$ cat src/adamax_pkg.sv
package adamax_pkg;

  localparam int FRAC_BITS = 24;

  // round(1e-7 * 2^FRAC_BITS), at least one LSB
  function automatic logic [30:0] eps_standin();
    logic [63:0] v;
    v = ((64'd1 << FRAC_BITS) + 64'd5000000) / 64'd10000000;
    return (v == 64'd0) ? 31'd1 : v[30:0];
  endfunction

  localparam logic [30:0] EPS_STANDIN = eps_standin();

  localparam logic [30:0] MAX_U31 = 31'h7FFF_FFFF;

  localparam int DIV_STAGES = 32;

  // register indexes
  localparam logic [2:0] REG_LR    = 3'd0;
  localparam logic [2:0] REG_BETA1 = 3'd1;
  localparam logic [2:0] REG_BETA2 = 3'd2;
  localparam logic [2:0] REG_EPS   = 3'd3;
  localparam logic [2:0] REG_ITER  = 3'd4;

  localparam logic [30:0] RST_LR    = 31'd16777;
  localparam logic [15:0] RST_BETA1 = 16'd58982;
  localparam logic [15:0] RST_BETA2 = 16'd65470;
  localparam logic [30:0] RST_EPS   = 31'd2;
  localparam logic [19:0] RST_ITER  = 20'd0;

  // one item inside the divider pipeline
  typedef struct packed {
    logic               valid;
    logic signed [31:0] nm;
    logic [30:0]        nu;
    logic               neg;
    logic               ov;
    logic [30:0]        rem;
    logic [31:0]        low;
  } div_t;

  typedef struct packed {
    logic signed [31:0] nm;
    logic [30:0]        nu;
    logic signed [31:0] upd;
  } res_t;

endpackage

$ cat src/adamax_scale.sv
module adamax_scale import adamax_pkg::*; (
  input  logic        clk,
  input  logic        rst_n,
  input  logic        start,
  input  logic [30:0] lr,
  input  logic [15:0] b1,
  input  logic [30:0] eps,
  input  logic [19:0] iter,
  output logic [30:0] scale,
  output logic        busy
);

  typedef enum logic [5:0] {
    ST_LOAD  = 6'b000001,
    ST_POW   = 6'b000010,
    ST_DINIT = 6'b000100,
    ST_DIV   = 6'b001000,
    ST_DFIN  = 6'b010000,
    ST_DONE  = 6'b100000
  } st_t;

  st_t         state_r;
  logic [31:0] base_r;
  logic [31:0] pw_r;
  logic        pw_one_r;
  logic [20:0] e_r;
  logic [5:0]  cnt_r;
  logic [32:0] den_r;
  logic [32:0] rem_r;
  logic [62:0] num_r;
  logic [62:0] quo_r;
  logic [30:0] scale_r;

  logic [63:0] pw_prod;
  logic [63:0] base_prod;
  logic [30:0] eps_eff;
  logic [33:0] trial;
  logic        ge;
  logic [30:0] quo_sat;

  always_comb begin
    pw_prod   = 64'(pw_r) * 64'(base_r) + 64'h8000_0000;
    base_prod = 64'(base_r) * 64'(base_r) + 64'h8000_0000;
    eps_eff   = (eps == 31'd0) ? EPS_STANDIN : eps;
    trial     = {rem_r, num_r[62]};
    ge        = trial >= {1'b0, den_r};
    quo_sat   = (|quo_r[62:31]) ? MAX_U31 : quo_r[30:0];
  end

  always_ff @(posedge clk) begin
    if (!rst_n) begin
      state_r <= ST_LOAD;
    end else if (start) begin
      state_r <= ST_LOAD;
    end else begin
      unique case (state_r)
        ST_LOAD: begin
          base_r   <= {b1, 16'd0};
          pw_r     <= 32'd0;
          pw_one_r <= 1'b1;
          e_r      <= 21'(iter) + 21'd1;
          cnt_r    <= 6'd0;
          state_r  <= ST_POW;
        end
        ST_POW: begin
          // square and multiply, LSB of exponent first
          if (e_r[0]) begin
            pw_r     <= pw_one_r ? base_r : pw_prod[63:32];
            pw_one_r <= 1'b0;
          end
          base_r <= base_prod[63:32];
          e_r    <= e_r >> 1;
          cnt_r  <= cnt_r + 6'd1;
          if (cnt_r == 6'd20) begin
            state_r <= ST_DINIT;
          end
        end
        ST_DINIT: begin
          den_r <= pw_one_r ? 33'd0 : (33'h1_0000_0000 - {1'b0, pw_r});
          num_r <= {lr, 32'd0};
          rem_r <= 33'd0;
          quo_r <= 63'd0;
          cnt_r <= 6'd0;
          if (pw_one_r) begin
            scale_r <= eps_eff;
            state_r <= ST_DONE;
          end else begin
            state_r <= ST_DIV;
          end
        end
        ST_DIV: begin
          rem_r <= ge ? 33'(trial - {1'b0, den_r}) : trial[32:0];
          num_r <= {num_r[61:0], 1'b0};
          quo_r <= {quo_r[61:0], ge};
          cnt_r <= cnt_r + 6'd1;
          if (cnt_r == 6'd62) begin
            state_r <= ST_DFIN;
          end
        end
        ST_DFIN: begin
          scale_r <= (quo_sat == 31'd0) ? eps_eff : quo_sat;
          state_r <= ST_DONE;
        end
        ST_DONE: begin
          state_r <= ST_DONE;
        end
        default: begin
          state_r <= ST_LOAD;
        end
      endcase
    end
  end

  assign scale = scale_r;
  assign busy  = (state_r != ST_DONE);

endmodule

$ cat config.mk
export PLATFORM = sky130hd
export DESIGN_NAME = adamax_scale
export DESIGN_NICKNAME = d
export VERILOG_FILES = /design/src/adamax_pkg.sv /design/src/adamax_scale.sv
export SDC_FILE = /design/constraint.sdc
export NUM_CORES = 2
export LEC_CHECK = 0
export ABC_AREA = 1
export BUFFER_PORTS_ARGS = -buffer_cell sky130_fd_sc_hd__buf_2
export CORE_MARGIN = 3
export CORE_UTILIZATION = 40
export DETAILED_ROUTE_END_ITERATION = 8
export HOLD_SLACK_MARGIN = 0.15
export SETUP_SLACK_MARGIN = 0.4
export SLEW_MARGIN = 30
export SYNTH_ARGS = -nofsm -noshare
export SYNTH_HDL_FRONTEND = slang
export SYNTH_SLANG_ARGS = --single-unit
$ cat constraint.sdc
create_clock -name clk -period 21.6 [get_ports clk]
set_clock_uncertainty 0.15 [all_clocks]
set_input_delay 4.32 -clock clk [delete_from_list [all_inputs] [get_ports clk]]
set_output_delay 4.32 -clock clk [all_outputs]
set_load 0.02 [all_outputs]
==> impl_metrics.ini <==
[status]
status = finished clean

[logic_synthesis]
synth_compound_area_frac = 0.0419
synthTopCellsByCount = 3308 x inv_1, 2388 x nand2_1, 1699 x fa_1, 630 x ha_1, 576 x nor2_1
synth_top_area_share = 0.415
synth_edf_count = 283
synthesis.nets = 12800
yosys.area_share.xor_xnor = 0.00909
synth-adder-area-share = 0.511
synthArstFlopShare = 0
yosysSeqAreaShare = 0.105
synth_top_family_by_area = adder cells
synth.avg_cell_area_um2 = 7.89
synth-simple-area-share = 0.161
ys_seq_elements = 289
netlist_top_cells_area = fa_1 42%, inv_1 15%, nand2_1 11%
yosysWarnings = 0
synth_flop_cell = edfxtp_1
synth_most_common_cell = inv_1
ys_types = 54
syn_inst = 10400
synth_mux_area_frac = 0
yosysTopAreaCell = fa_1
synth_area_mm2 = 0.0819

[clock_tree]
cts_tree = yes
cts_inserted_buffers = 37
clk_pin_slew_ns = 0.07
clock-sinks = 289
clkLatencyLatePin_ns = 0.61
cts_hold_buffers = 0
post-cts-setup-buffers = 0
clk_path_buf_depth = 3
cts-root-buf = clkbuf_16
htreeDepth = 2
ctsResizeCount = 0

[detailed_routing]
drc = 0
via_count = 64200
drtIter0Drc = 4462
routedWlPerCell_um = 18.8
postRouteAntennaNets = 0
vias_per_cell = 4.95
drt-total-wl_mm = 243
drtPass1Iterations = 7

[setup_path]
worstSetupPathType = flip-flop to flip-flop
crit_fanout = 50
slowest_stage = edfxtp_1
required_ns = 21.81
crit_path_start_kind = flip-flop
reg2regPathDepth = 27
crit_arrival_ns = 9.12
worst-r2r-setup-slack_ns = 12.69
endpoint_kind = flip-flop
worst_path_most_repeated_cell = fa_1
timing.rr.end = base_r[31]
reg2reg_from = base_r[18]
slowest_delay_ns = 0.96

[die]
rows = 165
initial_utilization = 0.404
die_w_um = 459
die_h_um = 459
die-area_mm2 = 0.210
ios = 133
coreArea_mm2 = 0.203

[grt]
antenna_found_initial = 4
grt_pass1_wl_mm = 390
grt_use_total = 0.237
grt_overflow = 0
grt_max_degree = 97
grt_pass1_vias = 70000

[sta]
worst_slack_ns = 12.69
worst_slew_pin_slew_ns = 1.05
slew_headroom = 0.298
hold_violations = 0
maxSlewViolCount = 0
min_period_ns = 8.91
rsz0062_at_grt = false
setup_viol = 0
fin_crit_sh = 0.413
timing.fmax_ghz = 0.112
holdWs_ns = 0.369
setup_tns_ns = 0

[final_layout]
areaGrowthSynthToFinish_pct = 5.56
fin_nets = 12700
drive_gt1_frac = 0.0348
stdcell_area_mm2 = 0.0865
fillers = 20500
multi_input_area_mm2 = 0.0593
seq_area_mm2 = 0.00862

[hold_path]
hold_path_end = num_r[40]
hold_path_startpoint = num_r[39]
holdCritPathClass = flip-flop to flip-flop
worstHoldPathCells = 2

[place]
dpl-instance-area_mm2 = 0.0853
gp_congestion = 0.972
post-place-ws_ns = 12.80
dp_hpwl_mm = 191
port_buffers = 132

[job]
maxCapViolCount = 0
==> metrics by stage <==
step / utilization / instances
floorplan: - / 10400
global placement: 0.420 / 12900
detailed placement: 0.420 / 12900
CTS: 0.426 / 13000
global route: 0.426 / 13000
finish: 0.426 / 13000
==> cell usage in the layout, fill, tap and decap left out, types with 4 or more instances in the layout <==
cell type / netlist / layout
fa_1: 1699 / 1699
clkbuf_16: 0 / 38
buf_6: 7 / 11
clkbuf_1: 244 / 6
nor2_2: 11 / 11
dfxtp_1: 6 / 6
o21ai_1: 28 / 28
nor3_2: 4 / 4
buf_8: 0 / 5
or2_2: 9 / 9
nor4_1: 20 / 20
xor2_1: 58 / 58
ha_1: 630 / 630
a21oi_1: 274 / 274
nor3b_1: 5 / 5
a21o_1: 16 / 16
clkinv_1: 0 / 9
nor2_1: 576 / 573
o21ai_0: 221 / 221
inv_1: 3308 / 3308
o21a_1: 15 / 14
buf_2: 12 / 132
clkinv_2: 0 / 5
edfxtp_1: 283 / 283
nand3_1: 176 / 176
nand3b_1: 8 / 8
o21bai_1: 42 / 42
a21boi_0: 9 / 9
nand4_1: 53 / 53
nand2_1: 2388 / 2388
buf_4: 1 / 100
nor3_1: 45 / 45
inv_2: 10 / 10
nand2_2: 4 / 4
xnor2_1: 27 / 27
a31oi_1: 14 / 14
==> area by class of cell <==
| type | instances | share of cell area |
|---|---|---|
| multi-input combinational | 6365 | 0.686 |
| inverter | 3318 | 0.144 |
| sequential | 289 | 0.0997 |
| tap | 2672 | 0.0387 |
| timing repair buffer | 248 | 0.0186 |
| clock buffer | 44 | 0.0113 |
| clock inverter | 22 | 0.00194 |
| antenna | 2 | 0.0000579 |
==> worst max path at each step <==
stage                     slack [ns]  cells after the start         end       start
after floorplan                10.86                      4   num_r[32]       rst_n
after global placement         12.76                     24  base_r[31]  base_r[15]
after detailed placement       12.80                     24  base_r[31]  base_r[15]
after CTS                      12.73                     24  base_r[31]  base_r[15]
after global routing           12.42                     27  base_r[31]  base_r[18]
final                          12.69                     27  base_r[31]  base_r[18]
==> cells by family after synthesis <==
group,count (synthesis)
buffers and inverters,3724
AND/OR/NAND/NOR,3318
adder cells (fa/ha/maj),2329
AO/OA/AOI/OAI,633
flip-flops,289
XOR/XNOR,85
==> flip-flops by register name (all words and copies together) (netlist names) <==
signal and flops:
state_r 6, cnt_r 6, base_r 32, e_r 21, pw_one_r 1, pw_r 32
den_r 33, scale 31, num_r 31, rem_r 33, quo_r 63
==> layer usage <==
layer	global-route usage	up-vias	wire length [µm]
li1	-	29300	-
met1	0.308	32200	99000
met2	0.402	2222	117000
met3	0.0381	489	17700
met4	0.0813	0	9660
met5	0	-	0
==> worst max-delay path, delay by kind of cell, from the launching register on <==
kind            cells  cell delay, ns
fa+ha+maj           9            4.50
buf+inv             7            1.31
simple gates       10            1.23
flops               1            0.96
compound gates      1            0.47
Power is not shown: default switching activity piles up to over one toggle a cycle in this logic, so the estimate is an artifact.
