===== src/adamax_pkg.sv =====
package adamax_pkg;

  localparam int FRAC_BITS = 24;

  // round(1e-7 * 2^FRAC_BITS), at least one LSB
  function automatic logic [30:0] eps_standin();
    logic [63:0] v;
    v = ((64'd1 << FRAC_BITS) + 64'd5000000) / 64'd10000000;
    return (v == 64'd0) ? 31'd1 : v[30:0];
  endfunction

  localparam logic [30:0] EPS_STANDIN = eps_standin();

  localparam logic [30:0] MAX_U31 = 31'h7FFF_FFFF;

  localparam int DIV_STAGES = 32;

  // register indexes
  localparam logic [2:0] REG_LR    = 3'd0;
  localparam logic [2:0] REG_BETA1 = 3'd1;
  localparam logic [2:0] REG_BETA2 = 3'd2;
  localparam logic [2:0] REG_EPS   = 3'd3;
  localparam logic [2:0] REG_ITER  = 3'd4;

  localparam logic [30:0] RST_LR    = 31'd16777;
  localparam logic [15:0] RST_BETA1 = 16'd58982;
  localparam logic [15:0] RST_BETA2 = 16'd65470;
  localparam logic [30:0] RST_EPS   = 31'd2;
  localparam logic [19:0] RST_ITER  = 20'd0;

  // one item inside the divider pipeline
  typedef struct packed {
    logic               valid;
    logic signed [31:0] nm;
    logic [30:0]        nu;
    logic               neg;
    logic               ov;
    logic [30:0]        rem;
    logic [31:0]        low;
  } div_t;

  typedef struct packed {
    logic signed [31:0] nm;
    logic [30:0]        nu;
    logic signed [31:0] upd;
  } res_t;

endpackage


===== src/adamax_obuf.sv =====
module adamax_obuf import adamax_pkg::*; (
  input  logic clk,
  input  logic rst_n,
  input  logic push,
  input  res_t din,
  input  logic pop,
  output logic full,
  output logic empty,
  output res_t dout
);

  logic [1:0] cnt_r;
  res_t       d0_r;
  res_t       d1_r;

  always_ff @(posedge clk) begin
    if (!rst_n) begin
      cnt_r <= 2'd0;
    end else begin
      cnt_r <= cnt_r + 2'(push) - 2'(pop);
    end
  end

  always_ff @(posedge clk) begin
    if (push && pop) begin
      if (cnt_r == 2'd1) begin
        d0_r <= din;
      end else begin
        d0_r <= d1_r;
        d1_r <= din;
      end
    end else if (push) begin
      if (cnt_r == 2'd0) begin
        d0_r <= din;
      end else begin
        d1_r <= din;
      end
    end else if (pop) begin
      d0_r <= d1_r;
    end
  end

  assign full  = (cnt_r == 2'd2);
  assign empty = (cnt_r == 2'd0);
  assign dout  = d0_r;

endmodule


===== config.mk =====
export PLATFORM = sky130hd
export DESIGN_NAME = adamax_obuf
export DESIGN_NICKNAME = d
export VERILOG_FILES = /design/src/adamax_pkg.sv /design/src/adamax_obuf.sv
export SDC_FILE = /design/constraint.sdc
export NUM_CORES = 1
export LEC_CHECK = 0
export BUFFER_PORTS_ARGS = -buffer_cell sky130_fd_sc_hd__buf_2
export CORE_ASPECT_RATIO = 1.2
export CORE_MARGIN = 5
export CORE_UTILIZATION = 45
export DETAILED_ROUTE_END_ITERATION = 16
export GPL_TIMING_DRIVEN = 1
export HOLD_SLACK_MARGIN = 0.06
export PLACE_DENSITY = 0.76
export SETUP_SLACK_MARGIN = 0.4
export SYNTH_ARGS = -nofsm -noshare
export SYNTH_HDL_FRONTEND = slang
export SYNTH_SLANG_ARGS = --single-unit

===== constraint.sdc =====
create_clock -name clk -period 6.3 [get_ports clk]
set_input_delay 0.945 -clock clk [delete_from_list [all_inputs] [get_ports clk]]
set_output_delay 0.945 -clock clk [all_outputs]
set_load 0.02 [all_outputs]

==> impl_summary.log, run 1 <==
INFO  metric outcome = finished clean
INFO  metric critPathMaxFanout = 62
INFO  metric io-pin-count = 196
INFO  metric final_cell_mix = 195 x sky130_fd_sc_hd__buf_2, 190 x sky130_fd_sc_hd__edfxtp_1, 50 x sky130_fd_sc_hd__mux2_1
INFO  metric syn_nets = 413
INFO  metric num_rows = 50
INFO  metric synthSimpleGateAreaFrac = 0.407%
INFO  metric post_synth_mux_area_share = 15.1%
INFO  metric wirelength = 13300 microns
INFO  metric grt_first_pass_wirelength = 21100 microns
INFO  metric fmaxAchievable = 397 MHz
INFO  metric hpwlAfterDp = 8870 microns
INFO  metric placed_instances = 709
INFO  metric synth-seq-area-share = 81.2%
INFO  metric crit_chain = buf_2, xor2_1, o21a_4, buf_4
INFO  metric fillerInstances = 1235
INFO  metric combinational_family_with_the_most_area_after_synthesis = multiplexers
INFO  metric worst_hold_path.num_cells = 1
INFO  metric setup_viol = 0
INFO  metric cts_hold_buf = 0
INFO  metric crit_required = 6.34 ns
INFO  metric route.vias.total = 3574
INFO  metric setup_cp_type = input pin to flop
INFO  metric final.period_utilization = 39.9%
INFO  metric clk_sink_count = 192
INFO  metric clk_transition_reported_paths = 0.06 ns
INFO  metric worstSetupEndpointType = flop
INFO  metric final_net_count = 621
INFO  metric cts_inserted_buffers = 17
INFO  metric post_synth_xor_area_fraction = 0.371%
INFO  metric critPathArrivalTime = 2.56 ns
INFO  metric detail_routed_net_length_per_standard_cell = 17.9 microns
INFO  metric tritoncts = done
INFO  metric first_iter_violations = 206
INFO  metric hold_path_end = dout[75]$_DFFE_PP_
INFO  metric postSynthCellCount = 312
INFO  metric max_incr_delay_on_cp = 0.72 ns
INFO  metric synth-warning-count = 0
INFO  metric htree_num_levels = 4
INFO  metric clockBufferDepth = 2
INFO  metric antenna_cells = 0
INFO  metric max-vdd-ir-drop = 0.000223 V
INFO  metric timing.critical_path.max_delay_family = buffers and inverters
INFO  metric hold_viol_final = 0
INFO  metric ant_nets = 0
INFO  metric dr.pass1.iters = 5
INFO  metric floorplan.core_area = 15500 sq um
INFO  metric root_driver = sky130_fd_sc_hd__clkbuf_16
INFO  metric leakage = 3.40 nW
INFO  metric drv.max_cap_violation_count = 0
INFO  metric die_boundary_height = 147 microns
INFO  metric initial_core_util = 45.6%
INFO  metric layout-drive-gt1-share = 52.0%
INFO  metric worst_r2r_endpoint = d1_r[3]$_DFFE_PP_
INFO  metric die_width = 124 microns
INFO  metric r2r_worst_path_depth = 3
INFO  metric hold_class = flop to flop
INFO  metric finClkSkew = 0.00771 ns
INFO  metric synthesis.area_per_instance = 22.7 sq um
INFO  metric grt_pass1_vias = 3896
INFO  metric final_max_tran_viols = 0
INFO  metric synth_seq_cells = 192
INFO  metric period_minus_slack = 2.52 ns
INFO  metric totalNegativeSetupSlack = 0 ns
INFO  metric slowest_stage = sky130_fd_sc_hd__buf_4
INFO  metric synthTopCellsByArea = sky130_fd_sc_hd__edfxtp_1 81%, sky130_fd_sc_hd__mux2_1 8.0%, sky130_fd_sc_hd__mux2_2 7.2%
INFO  metric design_power_total = 0.00333 W
INFO  metric synth_largest_area_cell = sky130_fd_sc_hd__edfxtp_1
INFO  metric grt_start_max_net_pins = 66
INFO  metric power_density = 376 nW/um^2
INFO  metric antenna_found_initial = 1
INFO  metric rsz0062_at_grt = no
INFO  metric ff2ff_setup_slack = 4.05 ns
INFO  metric avgViaCountPerCell = 4.82
INFO  metric fin_hold_ws = 0.525 ns
INFO  metric drc = 0
INFO  metric post-synth-top-area-fraction = 80.6%
INFO  metric mappedNetlistArea = 7080 sq um
INFO  metric globalRoute.totalOverflow = 0
INFO  metric postCtsSetupBuffers = 0
INFO  metric max_slew.worst_pin.slew = 0.903 ns
INFO  metric die-area = 18300 sq um
INFO  metric r2r_start = cnt_r[0]$_SDFF_PN0_
INFO  metric gp_congestion = 0.744
INFO  metric crit_buf_inv = 2
INFO  metric synth_adder_area_share = 0.354%
INFO  metric filler_free_cell_count_of_the_finished_design = 741
INFO  metric clk-insertion-delay-late = 0.42 ns
INFO  metric final_core_util = 57.1%
INFO  metric grtUsageTotal = 14.6%
INFO  metric layout_commonest_cell = sky130_fd_sc_hd__buf_2
INFO  metric synth-compound-area-share = 0.477%
INFO  metric maxSlewHeadroom = 39.8%
INFO  metric placement.io_buffers = 195
INFO  metric hold_path_startpoint = d1_r[75]$_DFFE_PP_
INFO  metric worst_setup_path_start_kind = input pin
INFO  metric cts_resized = 0
INFO  metric synth_cell_type_count = 18
INFO  metric synthToLayoutAreaGrowth = 25.2%
[synthesized netlist by cell type]
cell / n
sky130_fd_sc_hd__and2_1: 2
sky130_fd_sc_hd__nor2_1: 1
sky130_fd_sc_hd__buf_12: 5
sky130_fd_sc_hd__ha_1: 2
sky130_fd_sc_hd__nand2b_1: 1
sky130_fd_sc_hd__buf_6: 1
sky130_fd_sc_hd__edfxtp_1: 190
sky130_fd_sc_hd__a21o_1: 1
sky130_fd_sc_hd__buf_4: 4
sky130_fd_sc_hd__o21a_1: 1
sky130_fd_sc_hd__dfxtp_1: 2
sky130_fd_sc_hd__a21boi_4: 1
sky130_fd_sc_hd__inv_1: 2
sky130_fd_sc_hd__mux2_1: 50
sky130_fd_sc_hd__xor2_1: 1
sky130_fd_sc_hd__nor2b_1: 1
sky130_fd_sc_hd__mux2_2: 45
sky130_fd_sc_hd__xnor2_1: 2
[flip-flops by register name (all words and copies together), names as in the netlist]
signal,count
d1_r,95
cnt_r,2
dout,95
[power by group]
group	leakage, nW	switching, W	internal, W
Clock	0.313	0.000456	0.000708
Sequential	1.87	0.0000457	0.00164
Combinational	1.22	0.000314	0.000169
Total	3.40	0.000816	0.00251
[kinds of logic (layout without fill, tap and decap cells)]
group,count (synthesis),after routing
muxes,95,95
DFF,192,192
xor gates and xnor gates,3,3
and+or+nand+nor,5,5
adders and majority gates,2,2
AOI/OAI and AO/OA,3,3
buffers and inverters,12,233
[through the flow]
| step | setup slack, ns | cell area [sq um] |
|---|---|---|
| 5_1_grt | 3.67 | 8860 |
| 6_report | 3.78 | 8860 |
| 2_1_floorplan | 2.60 | 7080 |
| 3_3_place_gp | 3.39 | 8220 |
| 3_5_place_dp | 3.29 | 8220 |
| 4_1_cts | 3.75 | 8860 |
[worst max path at each step]
stage / from / end / slack, ns / cells after the start
after global placement: pop / d1_r[35]$_DFFE_PP_ / 3.39 / 4
after CTS: pop / d1_r[7]$_DFFE_PP_ / 3.75 / 4
after global routing: pop / d1_r[43]$_DFFE_PP_ / 3.67 / 4
after detailed placement: pop / d1_r[72]$_DFFE_PP_ / 3.29 / 4
after floorplan: pop / d1_r[0]$_DFFE_PP_ / 2.60 / 2
final: pop / d1_r[3]$_DFFE_PP_ / 3.78 / 4
[per-layer routing]
| layer | routed length [microns] | track usage, % | vias up |
|---|---|---|---|
| li1 | - | - | 1650 |
| met1 | 5330 | 16.8 | 1785 |
| met2 | 6810 | 25.1 | 124 |
| met3 | 984 | 6.04 | 13 |
| met4 | 154 | 4.77 | 2 |
| met5 | 13 | 0 | - |
[area by class of cell]
type / instances / area (sq um) / area share, %
timing repair buffer: 199 / 1010 / 11.4
clock inverter: 13 / 210 / 2.37
clock buffer: 19 / 433 / 4.89
multi-input combinational: 108 / 1200 / 13.5
tap: 208 / 260 / 2.94
inverter: 2 / 7.51 / 0.0847
sequential: 192 / 5750 / 64.8
[worst reg2reg max path: stages, from the launching register on]
cell	delay, ns
sky130_fd_sc_hd__dfxtp_1	0.41
sky130_fd_sc_hd__xor2_1	0.20
sky130_fd_sc_hd__o21a_4	0.46
sky130_fd_sc_hd__buf_4	0.74
Power figures use the tool's default switching activity.
==> run 2, diff against run 1 <==
--- a/config.mk
+++ b/config.mk
@@ -5,6 +5,7 @@
 export SDC_FILE = /design/constraint.sdc
 export NUM_CORES = 1
 export LEC_CHECK = 0
+export ABC_AREA = 1
 export BUFFER_PORTS_ARGS = -buffer_cell sky130_fd_sc_hd__buf_2
 export CORE_ASPECT_RATIO = 1.2
 export CORE_MARGIN = 5
==> constraint.sdc (replaced) <==
create_clock -name clk -period 2.02 [get_ports clk]
set_input_delay 0.303 -clock clk [delete_from_list [all_inputs] [get_ports clk]]
set_output_delay 0.303 -clock clk [all_outputs]
set_load 0.02 [all_outputs]
==> run 2 against run 1 <==
  * Register-to-register slack got worse by 3.6 ns
  * Total power increased to 3.2 times the previous value
  * Combinational power increased to 4.6 times the previous value
  * Highest routed layer unchanged
  * Critical path type is now flop to flop
==> impl_summary.log, run 2 <==
INFO  metric floorplan.core_area = 21000 sq um
INFO  metric post_synth_xor_area_fraction = 0%
INFO  metric mappedNetlistArea = 9630 sq um
INFO  metric switchingPower = 0.00316 W
INFO  metric die_width = 144 microns
INFO  metric slowest_stage = sky130_fd_sc_hd__dfxtp_1
INFO  metric final_cell_mix = 479 x sky130_fd_sc_hd__nand2_1, 194 x sky130_fd_sc_hd__buf_2, 193 x sky130_fd_sc_hd__inv_1
INFO  metric wirelength = 23800 microns
INFO  metric fillerInstances = 1888
INFO  metric synth_seq_cells = 192
INFO  metric synthTopCellsByArea = sky130_fd_sc_hd__edfxtp_1 59%, sky130_fd_sc_hd__nand2_1 19%, sky130_fd_sc_hd__inv_1 7.6%
INFO  metric final_net_count = 1404
INFO  metric detail_routed_net_length_per_standard_cell = 15.0 microns
INFO  metric ff2ff_setup_slack = 0.45 ns
INFO  metric synth-compound-area-share = 5.00%
INFO  metric die-area = 24400 sq um
INFO  metric worstSetupEndpointType = flop
INFO  metric worst_setup_path_start_kind = flop
INFO  metric post-synth-top-area-fraction = 59.2%
INFO  metric grt_start_max_net_pins = 101
INFO  metric regArea = 5750 sq um
INFO  metric power_density = 913 nW/um^2
INFO  metric postSynthCellCount = 1131
INFO  metric cts_inserted_buffers = 17
INFO  metric worst_r2r_endpoint = dout[31]$_DFFE_PP_
INFO  metric r2r_worst_path_depth = 6
INFO  metric drv.max_cap_violation_count = 0
INFO  metric crit_buf_inv = 3
INFO  metric leakage = 5.75 nW
INFO  metric worst-path-stages = 6
INFO  metric worst_hold_path.num_cells = 1
INFO  metric multi_input_logic_area = 2880 sq um
INFO  metric initial_core_util = 45.8%
INFO  metric synthToLayoutAreaGrowth = 20.0%
INFO  metric postCtsSetupBuffers = 0
INFO  metric first_iter_violations = 501
INFO  metric power.sequential.fraction = 48.6%
INFO  metric max_slew.worst_pin.slew = 0.785 ns
INFO  metric hold_path_startpoint = din[18]
INFO  metric finClkSkew = 0.00827 ns
INFO  metric grtUsageTotal = 19.1%
INFO  metric outcome = finished clean
INFO  metric comb_power_share = 21.3%
INFO  metric fmaxAchievable = 635 MHz
INFO  metric maxSlewHeadroom = 47.7%
INFO  metric finish.instance_area = 11600 sq um
INFO  metric num_rows = 58
INFO  metric ant_nets = 0
INFO  metric synth-warning-count = 0
INFO  metric clk-insertion-delay-late = 0.42 ns
INFO  metric layout_commonest_cell = sky130_fd_sc_hd__nand2_1
INFO  metric hold_path_end = d1_r[18]$_DFFE_PP_
INFO  metric synth_largest_area_cell = sky130_fd_sc_hd__edfxtp_1
INFO  metric clk_transition_reported_paths = 0.07 ns
INFO  metric final.period_utilization = 78.0%
INFO  metric grt_first_pass_wirelength = 37300 microns
INFO  metric synthesis.area_per_instance = 8.52 sq um
INFO  metric placed_instances = 1550
INFO  metric final_max_tran_viols = 0
INFO  metric clk_sink_count = 192
INFO  metric ys_dominant_reg_cell = sky130_fd_sc_hd__edfxtp_1
INFO  metric drc = 0
INFO  metric clockBufferDepth = 2
INFO  metric period_minus_slack = 1.57 ns
INFO  metric antenna_found_initial = 5
INFO  metric power.share.clock = 30.1%
INFO  metric syn_nets = 1232
INFO  metric io-pin-count = 196
INFO  metric rsz0062_at_grt = yes
INFO  metric p_int = 0.00738 W
INFO  metric critPathMaxFanout = 13
INFO  metric synth_cell_type_count = 16
INFO  metric synth_edf_count = 190
INFO  metric critPathArrivalTime = 1.69 ns
INFO  metric synth_top_cells_by_count = 482 x sky130_fd_sc_hd__nand2_1, 194 x sky130_fd_sc_hd__inv_1, 190 x sky130_fd_sc_hd__edfxtp_1
INFO  metric avgViaCountPerCell = 4.94
INFO  metric setup_cp_type = flop to flop
INFO  metric synthMostInstantiatedCell = sky130_fd_sc_hd__nand2_1
INFO  metric r2r_start = cnt_r[1]$_SDFF_PN0_
INFO  metric hpwlAfterDp = 14900 microns
INFO  metric setup_viol = 0
INFO  metric timing.critical_path.max_delay_family = buffers and inverters
INFO  metric synth-seq-area-share = 59.7%
INFO  metric grt_pass1_vias = 7651
INFO  metric placement.io_buffers = 195
INFO  metric root_driver = sky130_fd_sc_hd__clkbuf_16
INFO  metric hold_class = input pin to flop
INFO  metric gp_congestion = 0.786
INFO  metric max_incr_delay_on_cp = 0.35 ns
INFO  metric route.vias.total = 7851
INFO  metric dpl-instance-area = 10900 sq um
INFO  metric crit_required = 2.13 ns
INFO  metric tritoncts = done
INFO  metric post_synth_mux_area_share = 0%
INFO  metric crit_chain = inv_2, nand2_1, inv_2, nand2_1, nand2_4, buf_4
INFO  metric filler_free_cell_count_of_the_finished_design = 1589
INFO  metric hold_viol_final = 0
INFO  metric switching_share = 30.0%
INFO  metric dr.pass1.iters = 5
INFO  metric layout-drive-gt1-share = 18.9%
INFO  metric synthSimpleGateAreaFrac = 24.0%
INFO  metric htree_num_levels = 4
INFO  metric max-vdd-ir-drop = 0.000551 V
INFO  metric globalRoute.totalOverflow = 0
INFO  metric combinational_family_with_the_most_area_after_synthesis = simple AND/OR/NAND/NOR gates
INFO  metric die_boundary_height = 170 microns
INFO  metric ffs_w_async_s_r_synth = 0%
INFO  metric synth_adder_area_share = 0.260%
run 2: cell count changes after synthesis, sizes merged, moves of 2 or more:
| cell | previous run | this run |
|---|---|---|
| nand2 | 0 | 483 |
| inv | 2 | 197 |
| nand3 | 0 | 97 |
| mux2 | 95 | 0 |
| o21ai | 0 | 94 |
| buf | 10 | 42 |
| clkbuf | 0 | 19 |
| and2 | 2 | 0 |
| nor2 | 1 | 3 |
| xnor2 | 2 | 0 |
run 2: worst max path at each step:
stage / startpoint / to / slack [ns]
after floorplan: push / d1_r[0]$_DFFE_PP_ / -0.57
after global placement: pop / d1_r[37]$_DFFE_PP_ / 0.40
after detailed placement: pop / d1_r[40]$_DFFE_PP_ / 0.38
after CTS: cnt_r[1]$_SDFF_PN0_ / dout[44]$_DFFE_PP_ / 0.44
after global routing: cnt_r[1]$_SDFF_PN0_ / dout[22]$_DFFE_PP_ / 0.37
final: cnt_r[1]$_SDFF_PN0_ / dout[31]$_DFFE_PP_ / 0.45
run 2: worst reg2reg max path, stage by stage (launching register included):
cell                      delay (ns)
sky130_fd_sc_hd__dfxtp_1        0.35
sky130_fd_sc_hd__inv_2          0.15
sky130_fd_sc_hd__nand2_1        0.08
sky130_fd_sc_hd__inv_2          0.09
sky130_fd_sc_hd__nand2_1        0.09
sky130_fd_sc_hd__nand2_4        0.22
sky130_fd_sc_hd__buf_4          0.28
run 2: metal layers:
| metal | track usage (%) | vias up | share of wire [%] |
|---|---|---|---|
| met2 | 32.5 | 249 | 50 |
| met1 | 23.8 | 3667 | 41 |
| met3 | 4.83 | 36 | 6.9 |
| met5 | 0 | - | 0.11 |
| met4 | 6.31 | 4 | 1.7 |
| li1 | - | 3895 | - |
run 2: metrics by stage:
| step | hold WS [ns] | TNS [ns] | setup slack, ns | util [%] | total power, W |
|---|---|---|---|---|---|
| 2_1_floorplan | 0.401 | -54.06 | -0.569 | - | 0.00662 |
| 3_3_place_gp | 0.508 | 0 | 0.403 | 51.9 | 0.00736 |
| 3_5_place_dp | 0.507 | 0 | 0.378 | 51.9 | 0.00744 |
| 4_1_cts | 0.0604 | 0 | 0.445 | 54.6 | 0.0106 |
| 5_1_grt | 0.0612 | 0 | 0.368 | 54.9 | 0.0111 |
| 6_report | 0.0808 | 0 | 0.445 | 54.9 | 0.0105 |
run 2: repair_timing:
item,CTS,global route
hold buffers,1,2
endpoints found under the setup margin,33,68
endpoints found under the hold margin,1,2
gates resized for setup,1,9
cloned,0,1
run 2: final cells by class:
type / instances / share of cell area [%]
inverter: 197 / 6.41
multi-input combinational: 681 / 24.9
clock inverter: 14 / 0.996
antenna: 3 / 0.0650
tap: 270 / 2.92
clock buffer: 18 / 3.71
timing repair buffer: 214 / 11.3
sequential: 192 / 49.7
run 2: logic make-up (layout without fill, tap and decap cells):
| family | after synthesis | in the layout |
|---|---|---|
| AND/OR/NAND/NOR | 583 | 583 |
| flip-flops | 192 | 192 |
| other | 0 | 3 |
| adder cells (fa/ha/maj) | 2 | 2 |
| buffers and inverters | 258 | 443 |
| AO/OA/AOI/OAI | 96 | 96 |
run 2: power groups by stage:
stage	Combinational [W]	Clock (W)	Sequential (W)
3_3_place_gp	0.00216	0	0.00520
4_1_cts	0.00224	0.00326	0.00513
3_5_place_dp	0.00223	0	0.00521
2_1_floorplan	0.00106	0	0.00557
6_report	0.00224	0.00318	0.00512
5_1_grt	0.00249	0.00344	0.00516
